## src/hw/rtl/pcodec_pkg.sv

```systemverilog
// Percent codec package: shared types, character constants and classifiers.
// Used by every module of the percent codec; no dependencies of its own.
package pcodec_pkg;

	localparam logic [7:0] PCT_CHAR   = 8'h25;
	localparam logic [7:0] SLASH_CHAR = 8'h2F;
	localparam logic [3:0] NIBBLE_MASK = 4'hF;

	// configuration register indexes
	typedef enum logic [0:0] {
		REG_DECODE_MODE = 1'b0,
		REG_SLASH_PASS  = 1'b1
	} reg_idx_t;

	// escape tracking in decode mode
	typedef enum logic [2:0] {
		PS_IDLE = 3'b001,
		PS_PCT  = 3'b010,
		PS_DIG  = 3'b100
	} pend_t;

	// one classified input word: up to three output bytes, lowest slot first
	typedef struct packed {
		logic [2:0][7:0] bytes;
		logic [1:0]      cnt;
		logic            last;
	} entry_t;

	function automatic logic is_unreserved(input logic [7:0] c);
		return (c >= 8'h41 && c <= 8'h5A) || (c >= 8'h61 && c <= 8'h7A)
			|| (c >= 8'h30 && c <= 8'h39)
			|| c == 8'h2D || c == 8'h2E || c == 8'h5F || c == 8'h7E;
	endfunction

	// value of a hex digit; bit 4 set when c is not one
	function automatic logic [4:0] hex_val(input logic [7:0] c);
		logic [7:0] v;
		v = 8'h10;
		if (c >= 8'h30 && c <= 8'h39) v = c - 8'h30;
		else if (c >= 8'h61 && c <= 8'h66) v = c - 8'h57;
		else if (c >= 8'h41 && c <= 8'h46) v = c - 8'h37;
		return v[4:0];
	endfunction

	// uppercase hex character of a nibble
	function automatic logic [7:0] hex_char(input logic [3:0] d);
		logic [3:0] m;
		m = d & NIBBLE_MASK;
		return (m < 4'd10) ? (8'h30 + {4'h0, m}) : (8'h37 + {4'h0, m});
	endfunction

endpackage

```

## src/hw/rtl/percent_codec.sv

```systemverilog
// Percent codec top level: stream ports, configuration write port and the
// front end, entry queue and output serialiser. Uses pcodec_pkg.
//
// Byte-stream percent encoder/decoder. In encode mode (decode_mode = 0) the
// unreserved characters A-Z a-z 0-9 - . _ ~ pass through, '/' too while the
// slash pass-through register is 1, and every other byte becomes '%' and two
// uppercase hex digits. In decode mode '%' and two hex digits of either case
// become one byte; a broken escape, or one that spells NUL, comes out
// literally and the bytes after it are handled again as ordinary input. A
// word with tlast set flushes any held escape. Each input word gives zero to
// three output words; the output side carries one byte a cycle while
// m_tready is high, so throughput is set by the serialiser, and a decode
// word that only extends an escape gives no output and takes no queue slot.
// The first output byte of a word passes through a queue slot and then the
// output register before it is on m_tdata, where it can be taken.
// The front end classifies a word in the cycle it is accepted and parks it
// in a QDEPTH-entry queue, so input is taken while earlier results still
// wait at the output. Write the configuration only while idle; writing
// decode_mode drops a held escape.
module percent_codec import pcodec_pkg::*; #(
	parameter int QDEPTH = 2
) (
	input  logic       clk,
	input  logic       arst_n,
	// configuration: index 0 decode_mode, index 1 slash pass-through
	input  logic       cfg_we,
	input  logic       cfg_addr,
	input  logic       cfg_wdata,
	input  logic       s_tvalid,
	output logic       s_tready,
	input  logic [7:0] s_tdata,   // [7:0] in_byte
	input  logic       s_tlast,   // in_last
	output logic       m_tvalid,
	input  logic       m_tready,
	output logic [7:0] m_tdata,   // [7:0] out_byte
	output logic       m_tlast,   // run_end
	output logic       m_tuser    // [0] string_end
);

	entry_t push_entry, head_entry;
	logic   q_push, q_full, q_pop, q_empty;

	// classify and hold escape state
	pcodec_front u_front (
		.clk       (clk),
		.arst_n    (arst_n),
		.cfg_we    (cfg_we),
		.cfg_addr  (cfg_addr),
		.cfg_wdata (cfg_wdata),
		.in_valid  (s_tvalid),
		.in_ready  (s_tready),
		.in_byte   (s_tdata),
		.in_last   (s_tlast),
		.q_full    (q_full),
		.q_push    (q_push),
		.q_entry   (push_entry)
	);

	// decouple the two sides
	pcodec_queue #(.DEPTH(QDEPTH)) u_queue (
		.clk      (clk),
		.arst_n   (arst_n),
		.push     (q_push),
		.wr_entry (push_entry),
		.full     (q_full),
		.pop      (q_pop),
		.head     (head_entry),
		.empty    (q_empty)
	);

	// drain one byte a cycle while m_tready allows
	pcodec_back u_back (
		.clk        (clk),
		.arst_n     (arst_n),
		.head       (head_entry),
		.empty      (q_empty),
		.pop        (q_pop),
		.out_valid  (m_tvalid),
		.out_ready  (m_tready),
		.out_byte   (m_tdata),
		.run_end    (m_tlast),
		.string_end (m_tuser)
	);

endmodule

```

## src/hw/rtl/pcodec_front.sv

```systemverilog
// Percent codec front end: configuration registers, escape tracking and
// classification of each input word into a queue entry. Uses pcodec_pkg.
module pcodec_front import pcodec_pkg::*; (
	input  logic         clk,
	input  logic         arst_n,
	input  logic         cfg_we,
	input  logic         cfg_addr,
	input  logic         cfg_wdata,
	input  logic         in_valid,
	output logic         in_ready,
	input  logic [7:0]   in_byte,
	input  logic         in_last,
	input  logic         q_full,
	output logic         q_push,
	output entry_t       q_entry
);

	logic            decode_mode_q;
	logic            slash_pass_q;
	pend_t           pend_q, pend_nxt;
	logic [7:0]      dig_q, dig_nxt;
	logic [2:0][7:0] res;
	logic [1:0]      n;
	logic            do_plain;
	logic [4:0]      hb, hi;
	logic            accept;

	assign in_ready = !q_full;
	assign accept   = in_valid && in_ready;

	always_comb begin
		res      = '0;
		n        = 2'd0;
		do_plain = 1'b0;
		pend_nxt = pend_q;
		dig_nxt  = dig_q;
		hb       = hex_val(in_byte);
		hi       = hex_val(dig_q);
		if (!decode_mode_q) begin
			if (is_unreserved(in_byte) || (slash_pass_q && in_byte == SLASH_CHAR)) begin
				res[0] = in_byte;
				n      = 2'd1;
			end else begin
				res[0] = PCT_CHAR;
				res[1] = hex_char(in_byte[7:4]);
				res[2] = hex_char(in_byte[3:0]);
				n      = 2'd3;
			end
		end else begin
			case (pend_q)
				PS_PCT: begin
					if (!hb[4]) begin
						pend_nxt = PS_DIG;
						dig_nxt  = in_byte;
					end else begin
						res[0]   = PCT_CHAR;
						n        = 2'd1;
						do_plain = 1'b1;
					end
				end
				PS_DIG: begin
					if (!hi[4] && !hb[4] && {hi[3:0], hb[3:0]} != 8'h00) begin
						res[0]   = {hi[3:0], hb[3:0]};
						n        = 2'd1;
						pend_nxt = PS_IDLE;
					end else begin
						res[0]   = PCT_CHAR;
						res[1]   = dig_q;
						n        = 2'd2;
						do_plain = 1'b1;
					end
				end
				default: do_plain = 1'b1;
			endcase
			if (do_plain) begin
				if (in_byte == PCT_CHAR) begin
					pend_nxt = PS_PCT;
				end else begin
					pend_nxt = PS_IDLE;
					res[n]   = in_byte;
					n        = n + 2'd1;
				end
			end
			// flush a held escape at string end
			if (in_last) begin
				if (pend_nxt == PS_PCT || pend_nxt == PS_DIG) begin
					res[n] = PCT_CHAR;
					n      = n + 2'd1;
				end
				if (pend_nxt == PS_DIG) begin
					res[n] = dig_nxt;
					n      = n + 2'd1;
				end
				pend_nxt = PS_IDLE;
			end
		end
	end

	assign q_entry.bytes = res;
	assign q_entry.cnt   = n;
	assign q_entry.last  = in_last;
	assign q_push        = accept && n != 2'd0;

	always_ff @(posedge clk or negedge arst_n) begin
		if (!arst_n) begin
			decode_mode_q <= 1'b0;
			slash_pass_q  <= 1'b1;
			pend_q        <= PS_IDLE;
			dig_q         <= 8'h00;
		end else begin
			if (accept) begin
				pend_q <= pend_nxt;
				dig_q  <= dig_nxt;
			end
			if (cfg_we) begin
				case (reg_idx_t'(cfg_addr))
					REG_DECODE_MODE: begin
						decode_mode_q <= cfg_wdata;
						pend_q        <= PS_IDLE;
					end
					REG_SLASH_PASS: slash_pass_q <= cfg_wdata;
					default: ;
				endcase
			end
		end
	end

endmodule

```

## src/hw/rtl/pcodec_queue.sv

```systemverilog
// Percent codec entry queue: a short FIFO of classified words between the
// front end and the output serialiser. Uses pcodec_pkg for the entry type.
module pcodec_queue import pcodec_pkg::*; #(
	parameter int DEPTH = 2
) (
	input  logic   clk,
	input  logic   arst_n,
	input  logic   push,
	input  entry_t wr_entry,
	output logic   full,
	input  logic   pop,
	output entry_t head,
	output logic   empty
);

	localparam int PW = (DEPTH > 1) ? $clog2(DEPTH) : 1;
	localparam int CW = $clog2(DEPTH + 1);

	entry_t          slots_q [DEPTH];
	logic [PW-1:0]   wr_q, rd_q;
	logic [CW-1:0]   cnt_q;
	logic            do_push, do_pop;

	assign full    = cnt_q == CW'(DEPTH);
	assign empty   = cnt_q == '0;
	assign do_push = push && !full;
	assign do_pop  = pop && !empty;
	assign head    = slots_q[rd_q];

	always_ff @(posedge clk) begin
		if (do_push) slots_q[wr_q] <= wr_entry;
	end

	always_ff @(posedge clk or negedge arst_n) begin
		if (!arst_n) begin
			wr_q  <= '0;
			rd_q  <= '0;
			cnt_q <= '0;
		end else begin
			if (do_push) wr_q <= (wr_q == PW'(DEPTH - 1)) ? '0 : wr_q + 1'b1;
			if (do_pop)  rd_q <= (rd_q == PW'(DEPTH - 1)) ? '0 : rd_q + 1'b1;
			case ({do_push, do_pop})
				2'b10:   cnt_q <= cnt_q + 1'b1;
				2'b01:   cnt_q <= cnt_q - 1'b1;
				default: cnt_q <= cnt_q;
			endcase
		end
	end

endmodule

```

## src/hw/rtl/pcodec_back.sv

```systemverilog
// Percent codec back end: walk the head entry to the output register one
// byte per cycle unless stalled; mark run and string ends. Uses pcodec_pkg.
module pcodec_back import pcodec_pkg::*; (
	input  logic       clk,
	input  logic       arst_n,
	input  entry_t     head,
	input  logic       empty,
	output logic       pop,
	output logic       out_valid,
	input  logic       out_ready,
	output logic [7:0] out_byte,
	output logic       run_end,
	output logic       string_end
);

	logic [1:0] idx_q;
	logic       valid_q;
	logic [7:0] byte_q;
	logic       run_end_q, string_end_q;
	logic       load, take, fin;

	assign load = !valid_q || out_ready;
	assign take = load && !empty;
	assign fin  = idx_q == (head.cnt - 2'd1);
	assign pop  = take && fin;

	always_ff @(posedge clk or negedge arst_n) begin
		if (!arst_n) begin
			idx_q   <= 2'd0;
			valid_q <= 1'b0;
		end else begin
			if (load) valid_q <= !empty;
			if (take) idx_q <= fin ? 2'd0 : idx_q + 2'd1;
		end
	end

	always_ff @(posedge clk) begin
		if (take) begin
			byte_q       <= head.bytes[idx_q];
			run_end_q    <= fin;
			string_end_q <= fin && head.last;
		end
	end

	assign out_valid  = valid_q;
	assign out_byte   = byte_q;
	assign run_end    = run_end_q;
	assign string_end = string_end_q;

endmodule

```

## config.mk

```make
export PLATFORM = sky130hd
export DESIGN_NAME = percent_codec
export DESIGN_NICKNAME = d
export VERILOG_FILES = /design/src/hw/rtl/pcodec_pkg.sv /design/src/hw/rtl/percent_codec.sv /design/src/hw/rtl/pcodec_front.sv /design/src/hw/rtl/pcodec_queue.sv /design/src/hw/rtl/pcodec_back.sv
export SDC_FILE = /design/constraint.sdc
export NUM_CORES = 1
export LEC_CHECK = 0
export ABC_CLOCK_PERIOD_IN_PS = 7800
export BUFFER_PORTS_ARGS = -buffer_cell sky130_fd_sc_hd__buf_4
export CAP_MARGIN = 20
export CORE_UTILIZATION = 54
export CTS_CLUSTER_DIAMETER = 120
export CTS_CLUSTER_SIZE = 24
export DETAILED_ROUTE_END_ITERATION = 12
export PLACE_DENSITY = 0.72
export REMOVE_ABC_BUFFERS = 1
export SLEW_MARGIN = 20
export SYNTH_ARGS = -nofsm -noshare
export SYNTH_HDL_FRONTEND = slang
export SYNTH_SLANG_ARGS = --single-unit
```

## constraint.sdc

```tcl
create_clock -name clk -period 7.8 [get_ports clk]
set_input_delay 1.56 -clock clk [delete_from_list [all_inputs] [get_ports clk]]
set_output_delay 1.56 -clock clk [all_outputs]
set_load 0.01 [all_outputs]
```

Word level (Yosys, flattened, before mapping)
Memory sizes are Yosys's and may differ from the RTL's.
Index checks and enable logic that the tools add are counted.

cells by class
  bitwise logic cells = 4
  shifts and indexed selects = 0
  equality and inequality tests = 14
  divide/modulo/power cells = 0
  multiply operators = 0
  multiplexer cells = 74
  reductions and logical operators = 42
  $lt $le $gt $ge = 23
  add/subtract/negate cells = 19

operators by type and width
  kind                                                                                  number
  24-bit 2-to-1 mux                                                                     9
  8-bit 2-to-1 mux                                                                      15
  24-bit bitwise mux                                                                    2
  8-bit demux with 2-bit select                                                         3
  8-bit by 7-bit less-or-equal comparator with 1-bit output (second input constant)     6
  8-bit by 6-bit == test with 1-bit output (second input constant)                      4
  8-bit by 7-bit greater-or-equal comparator with 1-bit output (second input constant)  4
  5-bit 2-to-1 mux                                                                      6
  5-bit subtractor (second input constant)                                              6
  6-bit by 4-bit adder with 7-bit output (first input constant)                         4
  2-bit 2-to-1 mux                                                                      14
  3-bit 2-to-1 mux                                                                      9
  1-bit logical AND                                                                     21
  8-bit binary-select mux with 2-bit select                                             1
  8-bit by 7-bit == test with 1-bit output (second input constant)                      2
  8-bit by 6-bit greater-or-equal comparator with 1-bit output (second input constant)  2
  8-bit by 6-bit less-or-equal comparator with 1-bit output (second input constant)     2
  16-bit 2-to-1 mux                                                                     1
  8-bit case mux with 2 select lines                                                    1
  15-bit bitwise AND                                                                    1
  15-bit NOT                                                                            1
  2-bit by 3-bit < comparator with 1-bit output (second input constant)                 4
  2-bit by 1-bit adder with 2-bit output (second input constant)                        5
  1-bit logical OR                                                                      9
  other kinds (21)                                                                      44

storage, ports and cells
  RAM bits = 54
  register bits after elaboration = 30
  latch bits = 0
  memories kept = 1
  output and inout port bits = 12
  logic and storage cells = 189
  input port bits = 16
  memory bits (read-only) = 0

memory list
  memory           depth  bits a word  rd ports  clocked after Yosys merged registers in  write ports  line                RTL
  u_queue.slots_q  2      27           1         0                                        1            pcodec_queue.sv:19  entry_t slots_q [DEPTH];

Logic depth before layout (Yosys ltp)
  depth after elaboration = 28
  gate-level depth with buffers = 26
  depth with buffers taken out = 25

Modules after synthesis
A second synthesis with hierarchy kept.

unflattened totals
  cell total of the unflattened synthesis = 496
  area total of the unflattened synthesis = 5,286.3 µm²

modules (own cells, without submodules)
  module        cells an instance  instances  seq. area each (µm²)  area each (µm²)
  pcodec_front  336                1          327.8                 2,381.0
  pcodec_queue  102                1          1,721.7               2,244.7
  pcodec_back   58                 1          375.4                 660.6

Worst setup path before layout
No wires, ideal clock.

  path type = input port to flip-flop
  from = input s_tdata[1]
  to = memory u_queue.slots_q[0][0] (netlist bit) (enable)
  path buffers = 1
  cell stages on the path = 21
  data required time = 7.386 ns
  library setup time = 0.414 ns
  arrival time = 7.812 ns
  path slack = -0.426 ns
  path through = clkbuf_1 > inv_1 > ha_1 > or4b_4 > a311o_1 > o21a_2 > o32a_1 > or4_4 > o211a_1 > nor2_1 > ha_1 > nand2_1 > a21boi_0 > nor2_1 > ha_1 > o22ai_1 > inv_1 > ha_1 > o311a_1 > a21oi_1 > nor2b_1

on the way
  word-level cells in the longest chain between the ends = 28
  elaborated cells between the ends (all ways) = 72
  classes of those cells = add/sub: 6; order compare: 8; eq/ne: 8; mux: 29; reduce/logical: 21

ends and longest elaborated chain
  what                                                                                                                   line                 RTL
  start: declaration                                                                                                     percent_codec.sv:31  input logic [7:0] s_tdata,
  parallel branches: the longest is 22 deep, another holds 8-bit by 7-bit greater-or-equal comparator with 1-bit output  n/a
  2-bit 2-to-1 mux *                                                                                                     pcodec_front.sv:39   if (!decode_mode_q) begin
  2-bit nonzero test *                                                                                                   pcodec_front.sv:102  assign q_push = accept && n != 2'd0;
  1-bit logical AND *                                                                                                    pcodec_front.sv:102
  1-bit logical AND *                                                                                                    pcodec_queue.sv:26   assign do_push = push && !full;
  1-bit 2-to-1 mux *                                                                                                     pcodec_queue.sv:31   if (do_push) slots_q[wr_q] <= wr_entry;
  1-bit 2-to-1 mux (implied by the code) *                                                                               pcodec_queue.sv:31
  end: declaration                                                                                                       pcodec_queue.sv:19

Every way passes the cells marked *. The select of a mux whose other input is x is not followed.

Final worst setup path
  from = input s_tdata[1]
  to = memory u_queue.slots_q[0][7] (netlist bit) (enable)

Same word-level chain as after synthesis.

==> results.md <==
- Setup Buffers After CTS: 0
- Vias per std cell: ~6.3
- Post-CTS sizing: 0
- Critical Path Start Type: input port
- Final std cell area, no fill: 5530 µm²
- Hold Crit Class: reg2reg
- Fmax: 0.137 GHz
- I/O pin count: 28
- Worst Hold Depth: 1
- Skew-Pair Late Insertion Delay: approximately 0.36 ns
- # diodes: 0
- Grt met3 use: 4.08%
- Met2 Use GR: approximately two fifths
- Die Height: between 90 and 100 µm
- Root Buffer: clkbuf_8
- Num CTS Buffers: 9
- DR iter-0 viols: 320
- Grt ovf: 0
- Final Slew Violations: 0
- Worst endpoint required time: 7.85 ns
- Vias in the first global route: approximately 3600
- Max-cap violations: 0
- Register area share after synthesis: 48.5%
- Antenna violations before repair: 0
- Yosys cell types: about 70
- Mapped Cells: about 460
- Die ar.: 9640 µm²
- Total GRT Usage: approximately 25%
- Non-Filler Instances: 593
- Post-synth EDFFs: 64
- Post-Route WL: 11500 µm
- Layout area overhead: 10.7%
- Antenna Nets Post-Route: 0
- Final Hold Fails: 0
- RSZ-0062 raised after global routing: false
- DP Area: 5310 µm²
- Final net count: 519
- Met1 track demand over resource: 32.3%
- Status: complete, no violations
- Relative slew slack: approximately 25%
- Worst slew pin tran: ~1.1 ns
- HPWL after DPL: 8370 µm
- Part of the cycle the worst path needs: 93.7%
- Minimum clock period: 7.31 ns
- Final Setup Violations: 0
- CP Class: in2reg
- CP Data Arrival Time: around 7.4 ns
- R2R depth: 20
- Clk sinks: 84
- Peak supply drop: between 0.1 and 0.15 mV
- Drt pass-1 iters: 7
- Synth Register Bits: 84
- H-tree levels: 3
- Die X-Extent: 98.2 µm
- First-pass GRT wire length: 18200 µm
- Worst setup EP type: register
- CTS tree: yes
- Share of cells above drive strength 1: 16.7%
- Setup ws final: 0.488 ns
- Cell Area, Synth: 4990 µm²
- Synth area leader: edfxtp_1
- Wirelength per Cell: between 15 and 20 µm
- Maximum fanout along the worst path: 27
- Maximum clock path buffer count: 2
- Setup TNS: 0 ns
- PD cells: 264 nW/µm²
- Vias after detailed routing: 3764
- Initial Utilization: 56.4%
- Post-CTS Hold Fix Bufs: 0
- Row cnt: 34
- # placed instances: 577
- Largest net degree at the start of global routing: 28
- Ys Warns: 0
- Clk slew on worst S/H paths: 0.08 ns
- Main synth FF type: edfxtp_1
- Post-layout util: 62.5%
- Commonest cells after routing, fill and taps aside: 64 x edfxtp_1, 33 x nand2_1, 30 x nor2_1, 30 x buf_4, 29 x inv_1
- I/O Buffers: 27
- Most common cell after layout, fill and taps aside: edfxtp_1
- Pre-CTS setup slack: 0.175 ns
- DRC errors left: 0
- Pleak: 0.00215 µW
- Mean Syn Cell Area: 10.9 µm²
- Core box area: ~8800 µm²
- Ys async rst share: 23.8%
- Top cell type's share of synthesized area: 38.5%
- Synth area leaders: edfxtp_1 38%, dfrtp_1 9.0%, ha_1 5.8%
- Grt peak-use layer: met2
- Final GP Congestion: 0.923
- Fill count: between 600 and 700
- Clock Skews: 0.0136 ns
-- layer usage --
metal  up-vias  share of wire, %
li1       1771                 -
met1      1805                44
met2       155                48
met3        33               5.5
met4         0               2.8
met5         -                 0
-- report_power, final --
part           internal (µW)  switching, µW  total (µW)
sequential               630           60.8         691
clock                    178            156         334
combinational            206            232         438
-- state kept, by name, summed over array words and instances (netlist names) --
register	count
u_front.dig_q	8
u_back.out_byte	8
u_front.slash_pass_q	1
u_back.idx_q	2
u_front.pend_q	3
u_queue.rd_q	1
u_front.decode_mode_q	1
u_queue.wr_q	1
u_back.string_end	1
u_back.out_valid	1
u_back.run_end	1
u_queue.slots_q	54
u_queue.cnt_q	2
-- final timing paths --
path / startpoint / end / slack [ns]
worst max register to register: u_front.dig_q[1]$_DFFE_PN0P_ / u_queue.slots_q[0][7]$_DFFE_PP_ / 2.13
worst min register to register: u_queue.wr_q$_DFFE_PN0P_ / u_queue.wr_q$_DFFE_PN0P_ / 0.51
min in group asynchronous: arst_n / u_queue.cnt_q[0]$_DFFE_PN0P_ / 1.08
worst max-delay path: s_tdata[1] / u_queue.slots_q[0][7]$_DFFE_PP_ / 0.49
worst min-delay path: u_queue.wr_q$_DFFE_PN0P_ / u_queue.wr_q$_DFFE_PN0P_ / 0.51
max in group asynchronous: arst_n / u_front.slash_pass_q$_DFFE_PN1P_ / 6.44
-- worst max-delay path: stages --
cell and delay (ns):
buf_4 0.18, inv_1 0.12, ha_1 0.25, or4b_4 0.50
a311o_1 0.39, o21a_2 0.16, o32a_1 0.37, or4_4 0.57
o211a_1 0.36, nor2_1 0.24, ha_1 0.26, nand2_1 0.09
a21boi_0 0.29, nor2_1 0.10, ha_1 0.30, o22ai_1 0.17
inv_1 0.10, ha_1 0.28, o311a_1 0.35, a21oi_1 0.28
nor2b_2 0.25, buf_12 0.20
-- synthesized netlist by cell type (3+ instances only) --
cell type  count
ha_1          23
mux2_2         8
mux4_2         8
mux2i_1       13
inv_1         29
a21oi_1       25
nor2_1        30
nand2_1       33
edfxtp_1      64
xnor2_1        5
nor2b_1       10
o21ai_0       26
o2bb2ai_1      5
clkbuf_1      15
and2_1         9
a32o_1         3
a31oi_1        6
a22oi_1        4
buf_1          4
nand3_1       10
or3_1          3
nor4_1         5
or2_2          3
o21a_1         4
dfrtp_1       18
nand3b_1       3
a32oi_1        3
a22o_1         3
nand2b_1       6
nand4bb_1      3
nor3_1         4
o22ai_1       14
xor2_1         5
and3_1         3
-- final cells by class --
type | instances | area (µm²) | area share, %
well taps | 108 | 135 | 2.44
multi-input cells | 323 | 2370 | 42.9
clock buffers | 12 | 166 | 3.01
inverters | 30 | 113 | 2.04
flip-flops and latches | 84 | 2420 | 43.8
clock inverters | 4 | 55.1 | 0.995
repair buffers | 32 | 265 | 4.80
-- stage by stage --
| stage | hold slack (ns) | power [µW] |
|---|---|---|
| 3_3_place_gp | 0.483 | 1120 |
| 2_1_floorplan | 0.455 | 974 |
| 4_1_cts | 0.514 | 1470 |
| 3_5_place_dp | 0.499 | 1140 |
| 5_1_grt | 0.536 | 1540 |
| 6_report | 0.512 | 1460 |
-- cell families after synthesis --
logic type	Yosys count	synth area share [%]
xor gates and xnor gates	10	1.75
AOI/OAI and AO/OA	126	17.6
muxes	29	8.02
and+or+nand+nor	135	14.3
buffers and inverters	51	4.01
adders and majority gates	23	5.76
DFF	84	48.5
Power figures use the tool's default switching activity.
